<file path="src/rtl/core/eps_pkg.sv">
// shared constants, register indexes and control types for the encoder position and speed block
package eps_pkg;

	localparam int COUNT_WIDTH_DEFAULT     = 32;
	localparam int SPEED_FRAC_BITS_DEFAULT = 8;

	localparam int DATA_W      = 32;
	localparam int MARK_W      = 8;
	localparam int NUM_W       = 24;
	localparam int CFG_DATA_W  = 24;
	localparam int CFG_INDEX_W = 1;

	localparam logic [CFG_INDEX_W-1:0] REG_PULSES_PER_MARK = 1'b0;
	localparam logic [CFG_INDEX_W-1:0] REG_SPEED_NUMERATOR = 1'b1;

	localparam logic [MARK_W-1:0] RESET_PULSES_PER_MARK = 8'd10;
	localparam logic [NUM_W-1:0]  RESET_SPEED_NUMERATOR = 24'd100000;
	localparam logic [DATA_W-1:0] CLEAR_LATEST          = 32'd1000;

	typedef struct packed {
		logic update;
		logic div_start;
		logic load_out;
	} eps_cmd_t;

	typedef struct packed {
		logic div_busy;
	} eps_status_t;

endpackage

</file>
<file path="src/rtl/core/eps_if.sv">
// item channel interfaces for encoder samples and position and speed results
interface eps_in_if import eps_pkg::*; ();
	logic valid;
	logic ready;
	logic channel_a;
	logic channel_b;
	logic clear;

	modport source (output valid, output channel_a, output channel_b, output clear, input ready);
	modport sink (input valid, input channel_a, input channel_b, input clear, output ready);
endinterface

interface eps_out_if import eps_pkg::*; ();
	logic                     valid;
	logic                     ready;
	logic signed [DATA_W-1:0] position;
	logic [DATA_W-1:0]        pulse_total;
	logic [DATA_W-1:0]        period_ticks;
	logic [DATA_W-1:0]        speed_fixed;
	logic                     period_zero;

	modport source (output valid, output position, output pulse_total, output period_ticks,
		output speed_fixed, output period_zero, input ready);
	modport sink (input valid, input position, input pulse_total, input period_ticks,
		input speed_fixed, input period_zero, output ready);
endinterface

</file>
<file path="src/rtl/core/eps_ctrl.sv">
// controller state machine sequencing update, division and result hand-off
module eps_ctrl import eps_pkg::*; (
	input  logic        clk,
	input  logic        arst_n,
	input  logic        in_valid,
	output logic        in_ready,
	input  logic        out_ready,
	output logic        out_valid,
	input  eps_status_t status,
	output eps_cmd_t    cmd
);

	typedef enum logic [3:0] {
		ST_IDLE = 4'b0001,
		ST_LOAD = 4'b0010,
		ST_DIV  = 4'b0100,
		ST_DONE = 4'b1000
	} state_t;

	state_t state_q;
	state_t state_next;
	logic   out_valid_q;
	logic   out_free;

	assign in_ready  = (state_q == ST_IDLE);
	assign out_valid = out_valid_q;
	assign out_free  = !out_valid_q || out_ready;

	always_comb begin
		state_next    = state_q;
		cmd.update    = 1'b0;
		cmd.div_start = 1'b0;
		cmd.load_out  = 1'b0;
		unique case (state_q)
			ST_IDLE: begin
				if (in_valid) begin
					cmd.update = 1'b1;
					state_next = ST_LOAD;
				end
			end
			ST_LOAD: begin
				cmd.div_start = 1'b1;
				state_next    = ST_DIV;
			end
			ST_DIV: begin
				if (!status.div_busy) begin
					state_next = ST_DONE;
				end
			end
			ST_DONE: begin
				if (out_free) begin
					cmd.load_out = 1'b1;
					state_next   = ST_IDLE;
				end
			end
			default: begin
				state_next = ST_IDLE;
			end
		endcase
	end

	always_ff @(posedge clk or negedge arst_n) begin
		if (!arst_n) begin
			state_q     <= ST_IDLE;
			out_valid_q <= 1'b0;
		end else begin
			state_q <= state_next;
			if (cmd.load_out) begin
				out_valid_q <= 1'b1;
			end else if (out_ready) begin
				out_valid_q <= 1'b0;
			end
		end
	end

endmodule

</file>
<file path="src/rtl/core/eps_datapath.sv">
// counters, time captures, restoring divider and result registers
module eps_datapath import eps_pkg::*; #(
	parameter int COUNT_WIDTH     = COUNT_WIDTH_DEFAULT,
	parameter int SPEED_FRAC_BITS = SPEED_FRAC_BITS_DEFAULT
) (
	input  logic                     clk,
	input  logic                     arst_n,
	input  logic                     channel_a,
	input  logic                     channel_b,
	input  logic                     clear,
	input  logic                     cfg_write,
	input  logic [CFG_INDEX_W-1:0]   cfg_index,
	input  logic [CFG_DATA_W-1:0]    cfg_data,
	input  eps_cmd_t                 cmd,
	output eps_status_t              status,
	output logic signed [DATA_W-1:0] position,
	output logic [DATA_W-1:0]        pulse_total,
	output logic [DATA_W-1:0]        period_ticks,
	output logic [DATA_W-1:0]        speed_fixed,
	output logic                     period_zero
);

	localparam int QW    = NUM_W + SPEED_FRAC_BITS;
	localparam int CNT_W = $clog2(QW + 1);

	logic [MARK_W-1:0]      ppm_q;
	logic [NUM_W-1:0]       num_q;
	logic                   prev_a_q;
	logic [COUNT_WIDTH-1:0] pos_q;
	logic [COUNT_WIDTH-1:0] pulses_q;
	logic [MARK_W-1:0]      mark_div_q;
	logic [DATA_W-1:0]      tick_q;
	logic [DATA_W-1:0]      latest_q;
	logic [DATA_W-1:0]      earlier_q;

	logic [DATA_W-1:0]      divisor_q;
	logic [DATA_W-1:0]      rem_q;
	logic [QW-1:0]          quot_q;
	logic [CNT_W-1:0]       cnt_q;
	logic                   zero_q;

	logic [MARK_W-1:0]      limit;
	logic [MARK_W-1:0]      mark_next;
	logic                   capture;
	logic                   rise;
	logic [DATA_W-1:0]      period;
	logic [DATA_W:0]        rem_shift;
	logic                   ge;
	logic [DATA_W:0]        rem_diff;
	logic                   sat;

	assign limit     = (ppm_q != '0) ? ppm_q : MARK_W'(1);
	assign mark_next = mark_div_q + MARK_W'(1);
	assign capture   = (mark_next >= limit) || (mark_next == '0);
	assign rise      = channel_a && !prev_a_q;
	assign period    = latest_q - earlier_q;

	assign rem_shift = {rem_q, quot_q[QW-1]};
	assign ge        = rem_shift >= {1'b0, divisor_q};
	assign rem_diff  = rem_shift - {1'b0, divisor_q};
	assign sat       = |(quot_q >> DATA_W);

	assign status.div_busy = (cnt_q != '0);

	always_ff @(posedge clk or negedge arst_n) begin
		if (!arst_n) begin
			ppm_q      <= RESET_PULSES_PER_MARK;
			num_q      <= RESET_SPEED_NUMERATOR;
			prev_a_q   <= 1'b0;
			pos_q      <= '0;
			pulses_q   <= '0;
			mark_div_q <= '0;
			tick_q     <= '0;
			latest_q   <= CLEAR_LATEST;
			earlier_q  <= '0;
			cnt_q      <= '0;
		end else begin
			if (cfg_write) begin
				unique case (cfg_index)
					REG_PULSES_PER_MARK: ppm_q <= cfg_data[MARK_W-1:0];
					REG_SPEED_NUMERATOR: num_q <= cfg_data[NUM_W-1:0];
					default: ;
				endcase
			end
			if (cmd.update) begin
				prev_a_q <= channel_a;
				tick_q   <= tick_q + DATA_W'(1);
				priority if (clear) begin
					pos_q      <= '0;
					pulses_q   <= '0;
					mark_div_q <= '0;
					latest_q   <= CLEAR_LATEST;
					earlier_q  <= '0;
				end else if (rise) begin
					pulses_q <= pulses_q + COUNT_WIDTH'(1);
					pos_q    <= channel_b ? pos_q - COUNT_WIDTH'(1) : pos_q + COUNT_WIDTH'(1);
					if (capture) begin
						mark_div_q <= '0;
						earlier_q  <= latest_q;
						latest_q   <= tick_q;
					end else begin
						mark_div_q <= mark_next;
					end
				end
			end
			if (cmd.div_start) begin
				cnt_q <= CNT_W'(QW);
			end else if (cnt_q != '0) begin
				cnt_q <= cnt_q - CNT_W'(1);
			end
		end
	end

	// restoring division, one quotient bit per cycle
	always_ff @(posedge clk) begin
		if (cmd.div_start) begin
			divisor_q <= period;
			zero_q    <= (period == '0);
			rem_q     <= '0;
			quot_q    <= {num_q, {SPEED_FRAC_BITS{1'b0}}};
		end else if (cnt_q != '0) begin
			rem_q  <= ge ? rem_diff[DATA_W-1:0] : rem_shift[DATA_W-1:0];
			quot_q <= {quot_q[QW-2:0], ge};
		end
		if (cmd.load_out) begin
			position     <= signed'(DATA_W'(pos_q));
			pulse_total  <= DATA_W'(pulses_q);
			period_ticks <= divisor_q;
			speed_fixed  <= (zero_q || sat) ? '1 : DATA_W'(quot_q);
			period_zero  <= zero_q;
		end
	end

endmodule

</file>
<file path="src/rtl/core/encoder_position_and_speed.sv">
// top level of the x1 quadrature encoder position and period speed block
// Each input item is one tick with the sampled A and B lines and a clear flag; each item
// gives one result with position, pulse count, period between the last two time captures
// and speed = speed_numerator * 2^SPEED_FRAC_BITS / period, saturated to all ones. The result
// of an item comes from the restoring divider that produces one quotient bit per cycle; the
// next item is taken only once that result is loaded into an output register. The result waits
// in that output register, so the next item is taken while the previous result is still
// pending. Configuration: index 0 is pulses_per_mark, index 1 is speed_numerator; write only
// while the block is idle.
module encoder_position_and_speed import eps_pkg::*; #(
	parameter int COUNT_WIDTH     = COUNT_WIDTH_DEFAULT,
	parameter int SPEED_FRAC_BITS = SPEED_FRAC_BITS_DEFAULT
) (
	input  logic                   clk,
	input  logic                   arst_n,
	eps_in_if.sink                 item_in,
	eps_out_if.source              item_out,
	input  logic                   cfg_write,
	input  logic [CFG_INDEX_W-1:0] cfg_index,
	input  logic [CFG_DATA_W-1:0]  cfg_data
);

	eps_cmd_t    cmd;
	eps_status_t status;

	eps_ctrl u_ctrl (
		.clk       (clk),
		.arst_n    (arst_n),
		.in_valid  (item_in.valid),
		.in_ready  (item_in.ready),
		.out_ready (item_out.ready),
		.out_valid (item_out.valid),
		.status    (status),
		.cmd       (cmd)
	);

	eps_datapath #(
		.COUNT_WIDTH     (COUNT_WIDTH),
		.SPEED_FRAC_BITS (SPEED_FRAC_BITS)
	) u_datapath (
		.clk          (clk),
		.arst_n       (arst_n),
		.channel_a    (item_in.channel_a),
		.channel_b    (item_in.channel_b),
		.clear        (item_in.clear),
		.cfg_write    (cfg_write),
		.cfg_index    (cfg_index),
		.cfg_data     (cfg_data),
		.cmd          (cmd),
		.status       (status),
		.position     (item_out.position),
		.pulse_total  (item_out.pulse_total),
		.period_ticks (item_out.period_ticks),
		.speed_fixed  (item_out.speed_fixed),
		.period_zero  (item_out.period_zero)
	);

endmodule

</file>
<file path="src/flat_wrapper.sv">
// flat-port wrapper written by rule: the top's interface ports become plain ports
module encoder_position_and_speed_flat import eps_pkg::*;
#(
	parameter int COUNT_WIDTH     = COUNT_WIDTH_DEFAULT,
	parameter int SPEED_FRAC_BITS = SPEED_FRAC_BITS_DEFAULT
)
  (clk, arst_n, cfg_write, cfg_index, cfg_data, item_in_valid, item_in_channel_a, item_in_channel_b, item_in_clear, item_in_ready, item_out_valid, item_out_position, item_out_pulse_total, item_out_period_ticks, item_out_speed_fixed, item_out_period_zero, item_out_ready);
  eps_in_if item_in_i ();
  eps_out_if item_out_i ();
  input  logic clk;
  input  logic arst_n;
  input  logic cfg_write;
  input  logic [CFG_INDEX_W-1:0] cfg_index;
  input  logic [CFG_DATA_W-1:0] cfg_data;
  input wire logic [$bits(item_in_i.valid)-1:0] item_in_valid;
  input wire logic [$bits(item_in_i.channel_a)-1:0] item_in_channel_a;
  input wire logic [$bits(item_in_i.channel_b)-1:0] item_in_channel_b;
  input wire logic [$bits(item_in_i.clear)-1:0] item_in_clear;
  output wire logic [$bits(item_in_i.ready)-1:0] item_in_ready;
  output wire logic [$bits(item_out_i.valid)-1:0] item_out_valid;
  output wire logic [$bits(item_out_i.position)-1:0] item_out_position;
  output wire logic [$bits(item_out_i.pulse_total)-1:0] item_out_pulse_total;
  output wire logic [$bits(item_out_i.period_ticks)-1:0] item_out_period_ticks;
  output wire logic [$bits(item_out_i.speed_fixed)-1:0] item_out_speed_fixed;
  output wire logic [$bits(item_out_i.period_zero)-1:0] item_out_period_zero;
  input wire logic [$bits(item_out_i.ready)-1:0] item_out_ready;
  assign item_in_i.valid = item_in_valid;
  assign item_in_i.channel_a = item_in_channel_a;
  assign item_in_i.channel_b = item_in_channel_b;
  assign item_in_i.clear = item_in_clear;
  assign item_in_ready = item_in_i.ready;
  assign item_out_valid = item_out_i.valid;
  assign item_out_position = item_out_i.position;
  assign item_out_pulse_total = item_out_i.pulse_total;
  assign item_out_period_ticks = item_out_i.period_ticks;
  assign item_out_speed_fixed = item_out_i.speed_fixed;
  assign item_out_period_zero = item_out_i.period_zero;
  assign item_out_i.ready = item_out_ready;
  encoder_position_and_speed #(.COUNT_WIDTH(COUNT_WIDTH), .SPEED_FRAC_BITS(SPEED_FRAC_BITS)) u_core (.clk(clk), .arst_n(arst_n), .item_in(item_in_i), .item_out(item_out_i), .cfg_write(cfg_write), .cfg_index(cfg_index), .cfg_data(cfg_data));
endmodule
</file>
<file path="config.mk">
export PLATFORM = sky130hd
export DESIGN_NAME = encoder_position_and_speed_flat
export DESIGN_NICKNAME = d
export VERILOG_FILES = /design/src/rtl/core/eps_pkg.sv /design/src/rtl/core/eps_if.sv /design/src/rtl/core/eps_ctrl.sv /design/src/rtl/core/eps_datapath.sv /design/src/rtl/core/encoder_position_and_speed.sv /design/src/flat_wrapper.sv
export SDC_FILE = /design/constraint.sdc
export NUM_CORES = 1
export LEC_CHECK = 0
export ABC_CLOCK_PERIOD_IN_PS = 12700
export BUFFER_PORTS_ARGS = -buffer_cell sky130_fd_sc_hd__buf_2
export CAP_MARGIN = 15
export CORE_ASPECT_RATIO = 1.75
export CORE_UTILIZATION = 50
export DETAILED_ROUTE_END_ITERATION = 12
export GPL_TIMING_DRIVEN = 0
export PLACE_DENSITY = 0.7
export SYNTH_ARGS = -nofsm -noshare
export SYNTH_HDL_FRONTEND = slang
export SYNTH_SLANG_ARGS = --single-unit
</file>
<file path="constraint.sdc">
create_clock -name clk -period 12.7 [get_ports clk]
set_input_delay 1.905 -clock clk [delete_from_list [all_inputs] [get_ports clk]]
set_output_delay 1.905 -clock clk [all_outputs]
set_load 0.01 [all_outputs]
</file>
; After elaboration in Yosys (flattened, before gate mapping)
; Cells that the tools add are included.
[word_totals]
regBits = 438
inputBits = 33
output_inout_bits = 131
[classes]
n_reduce_logical = 18
n_lt_le_gt_ge = 2
bitwise_logic = 1
muxes = 31
n_addsub = 8
n_eq_ne = 7
[ops]
columns = op, count
row1 = $mux W32, 14
row2 = $add A32 B1 Y32 const B, 3
row3 = $sub A32 B32 Y32, 2
row4 = $ge A33 B32 Y1, 1
row5 = $logic_not A32 Y1, 1
row6 = $mux W8, 4
row7 = $sub A32 B1 Y32 const B, 1
row8 = $pmux W4 S4, 1
row9 = $mux W4, 3
row10 = $mux W6, 2
row11 = $add A8 B1 Y8 const B, 1
row12 = $ge A8 B8 Y1, 1
row13 = $logic_not A8 Y1, 1
row14 = $reduce_bool A2 Y1, 4
row15 = $reduce_bool A8 Y1, 1
row16 = $mux W1, 7
row17 = $ne A2 B2 Y1 const B, 3
row18 = $reduce_and A2 Y1, 3
row19 = $reduce_and A3 Y1, 2
row20 = $reduce_bool A6 Y1, 1
row21 = $sub A6 B1 Y6 const B, 1
row22 = $eq A4 B1 Y1 const B, 1
row23 = $eq A4 B2 Y1 const B, 1
row24 = $eq A4 B3 Y1 const B, 1
row25 = other kinds (5), 7

; Logic depth before layout (Yosys ltp)
[logic_depth]
ltp_word = 7
mapped_depth = 17

; Hierarchy
; From an unflattened synthesis, not the netlist that was laid out.
[unflattened]
cells_unflattened = 1994
area_unflattened_um2 = 21549.4
[modules_own_cells]
columns = module, seq_area_each_um2, area_per_inst_um2, cells_each, instances
row1 = eps_datapath, 11583.6, 21275.4, 1966, 1
row2 = eps_ctrl, 126.4, 274.0, 28, 1

; Worst setup path before layout
; No wires, ideal clock.
[synth_path]
kind = in2reg
from = input port item_out_ready
to = register u_core.u_datapath.period_ticks[0] (enable)
arrival_ns = 8.166
t_required_ns = 12.040
n_path_buf = 0
path_slack_ns = 3.873
stages = 2
cell_sequence = inv_1 a21oi_1
[synth_rtl]
columns = element, line
row1 = from (decl), flat_wrapper.sv:26  ; input wire logic [$bits(item_out_i.ready)-1:0] item_out_ready;
row2 = to (signal assigned), eps_datapath.sv:128  ; period_ticks <= divisor_q;
row3 = to (decl), eps_datapath.sv:18  ; output logic [DATA_W-1:0] period_ticks,

; Worst setup path in the final report
[layout_path]
from = input port item_in_channel_b
to = register u_core.u_datapath.pos_q[30]
[layout_between]
elab_chain_cells = 3
[layout_rtl]
columns = element, line
row1 = from (decl), flat_wrapper.sv:17  ; input wire logic [$bits(item_in_i.channel_b)-1:0] item_in_channel_b;
row2 = $mux W32, eps_datapath.sv:96  ; pos_q <= channel_b ? pos_q - COUNT_WIDTH'(1) : pos_q + COUNT_WIDTH'(1);
row3 = $mux W32, eps_datapath.sv:94  ; end else if (rise) begin
row4 = $mux W32, eps_datapath.sv:88  ; priority if (clear) begin
row5 = to (signal assigned), eps_datapath.sv:96
row6 = to (decl), eps_datapath.sv:29  ; logic [COUNT_WIDTH-1:0] pos_q;
; Every way passes these cells. The select of a mux whose other input is x is not followed.
; A chain may end at the register's enable or synchronous reset.

==> metrics <==
initial DRC count 652; total track usage 0.227; Nets 2354; PortBufs 163; mean post-synth cell area 10.8 µm²; CP Data Arrival Time 5750 ps; fmax 188 MHz; R2R cell count 14; GP Congestion 0.966; critical path required time 13130 ps; CTS tree built; EDFF count, synth 186; die area 44000 µm²; Layout area overhead 14.1%; fin. max-slew vios 0; cts repair resizes 0; status finished clean; grt total ovfl 0; CTS Hold Bufs 0; flop2flop setup slack 8940 ps; largest net degree at the start of global routing 117; share of the synthesized area in the top cell type 0.259; commonest non-fill, non-tap cell in the layout nand2_1; Yosys cell types 86; via count 15.4k; Synthesized Nets 2141; total CTS buffers 41; Synth async-reset ratio 0.484; Worst-path clk slew 60 ps; Starting Density 0.507; routed len/inst 17.8 µm; crit share post-route 0.419; slowest CP cell buf_2; H-tree levels 2; crit path launch type input pin; Post-synth top flop dfrtp_1; final setup fails 0; reg2reg end u_core.u_datapath.rem_q[24]$_SDFFE_PP0N_; total wire length 49800 µm; Rows 100; #FFs+latches synth 438; clk sinks 438; most frequent cells in the layout 250 x nand2_1, 197 x dfrtp_1, 186 x edfxtp_1, 175 x buf_2, 131 x o21ai_0; Cells after Synth 1999; min cycle time layout 5330 ps; Hold Path Sink u_core.u_datapath.quot_q[1]$_SDFFE_PP0N_; routed vias/inst 5.49; vias in the first global route 15.9k; Worst setup EP type flip-flop; sequential share of the synthesized area 0.543; worst slack after detailed placement 6850 ps; worst slew pin tran 935 ps; root buf cell clkbuf_16; first-pass GRT wire length 80000 µm; VDD IR max 0.000126 V; Pwr per Cell Area 226 nW/µm²; layout cell share with drive strength beyond 1 0.156; MaxCap Viol Count 0; worst skew pair latency 550 ps; DRC 0; fill count 3666; worst hold stages 2; register area 11700 µm²; final hold vios 0; Synthesis Warnings 0; core area 42500 µm²; Final WS setup 7370 ps; post-synthesis cell area 21600 µm²; setup bufs post-CTS 0; placed cell area 23200 µm²; crit path cell chain buf_2 > ha_1 > a2111oi_0 > a21boi_1 > o21a_1 > o31ai_1 > a21oi_1 > a31oi_1 > o21ai_1 > and4b_1 > o21ai_0 > nand2_1; max incr delay on CP 640 ps; initial antenna violation count 1; chip height 277 µm; Setup Skew 21.2 ps; kind of critical path in2reg; Slew HR 0.377; die width 159 µm; Critical Path Fanout Max 39; synth top area cells edfxtp_1 26%, dfrtp_1 23%, ha_1 6.2%; post-route cell area 24600 µm²; FF-to-FF Start u_core.u_datapath.divisor_q[3]$_DFFE_PP_; Pleak 0.0107 µW; I/O pins 164; Clock Path Buffers 3; Yosys top cell by area edfxtp_1; DR pass1 iterations 5; Setup Total Neg Slack 0 ps; Hold Startpoint u_core.u_datapath.quot_q[1]$_SDFFE_PP0N_; HP Class reg2reg; DP HPWL 36900 µm; DRT antenna net count 0; area of the multi-input gates 9200 µm²; RSZ-0062 raised after global routing no
## flip-flops by register name, summed over array words and instances, names as in the netlist, 24 cells and up
| signal | flops |
|---|---|
| u_core.u_datapath.pulse_total | 32 |
| u_core.u_datapath.pulses_q | 32 |
| u_core.u_datapath.period_ticks | 32 |
| u_core.u_datapath.pos_q | 32 |
| u_core.u_datapath.latest_q | 32 |
| u_core.u_datapath.rem_q | 32 |
| u_core.u_datapath.position | 32 |
| u_core.u_datapath.divisor_q | 32 |
| u_core.u_datapath.earlier_q | 32 |
| u_core.u_datapath.quot_q | 32 |
| u_core.u_datapath.speed_fixed | 32 |
| u_core.u_datapath.tick_q | 32 |
| u_core.u_datapath.num_q | 24 |
## critical path: cells and delay by family
family          cells  cell delay [ps]
compound gates      8             2470
fa+ha+maj           1              430
buf+inv             1              640
simple gates        2              300
## Yosys cell counts, types with 8 or more instances
cell	instances
dfrtp_1	197
a21oi_1	106
nor3_1	21
o21ai_0	131
edfxtp_1	186
mux2_2	28
a31oi_1	10
dfxtp_1	40
o21bai_1	13
o21a_1	9
or3_1	10
nand3_1	66
a21o_1	53
dfstp_2	15
and2_1	14
nand2b_1	45
nand2_1	250
o211ai_1	19
and3_1	21
o31ai_1	8
nor2_1	105
xnor2_1	81
nand4_1	22
xor2_1	64
a22o_1	37
buf_2	12
nor2b_1	13
or2_2	34
a211oi_1	20
inv_1	97
ha_1	106
clkbuf_1	49
## where the power goes
group / internal (µW) / leakage, µW / switching (µW)
clock: 695 / 0.000647 / 523
combinational: 972 / 0.00526 / 1320
sequential: 1840 / 0.00483 / 200
total: 3510 / 0.0107 / 2040
## cell type report
| class | count | share of cell area |
|---|---|---|
| antenna | 1 | 0.000102 |
| buffer | 70 | 0.0116 |
| clock buffer | 63 | 0.0488 |
| clock inverter | 12 | 0.00529 |
| inverter | 99 | 0.0151 |
| multi-input combinational | 1392 | 0.374 |
| sequential | 438 | 0.476 |
| tap | 561 | 0.0285 |
| timing repair buffer | 170 | 0.0405 |
## worst max-delay path by stage
stage | startpoint | endpoint | slack (ps) | depth (start not counted)
3_5_place_dp | item_in_channel_b | u_core.u_datapath.pos_q[30]$_DFFE_PN0P_ | 6850 | 12
6_report | item_in_channel_b | u_core.u_datapath.pos_q[30]$_DFFE_PN0P_ | 7370 | 12
5_1_grt | item_in_channel_b | u_core.u_datapath.pos_q[30]$_DFFE_PN0P_ | 7070 | 12
4_1_cts | item_in_channel_b | u_core.u_datapath.pos_q[30]$_DFFE_PN0P_ | 7420 | 12
3_3_place_gp | item_out_ready | u_core.u_datapath.period_ticks[6]$_DFFE_PP_ | 850 | 3
2_1_floorplan | item_out_ready | u_core.u_datapath.period_ticks[0]$_DFFE_PP_ | 3870 | 2
## logic make-up after synthesis
group,synth area share
simple gates,0.146
fa+ha+maj,0.0643
mux,0.0169
xor+xnor,0.0589
buf+inv,0.0305
flops,0.543
compound gates,0.141
## metrics by stage
step	std cells	power [µW]	hold slack, ps	util
detailed placement	2729	4330	458	0.546
global placement	2723	4280	449	0.542
finish	2806	5550	463	0.578
global route	2806	5920	483	0.578
floorplan	1999	3760	426	-
CTS	2804	5580	465	0.578
## routing by layer
metal	vias to the layer above	track usage	routed length [µm]
met3	136	0.0297	1790
met5	-	0	0
met4	0	0.126	2620
met1	7391	0.230	18100
li1	7544	-	-
met2	327	0.441	27400
No activity file was read; power rests on OpenSTA's default activity.
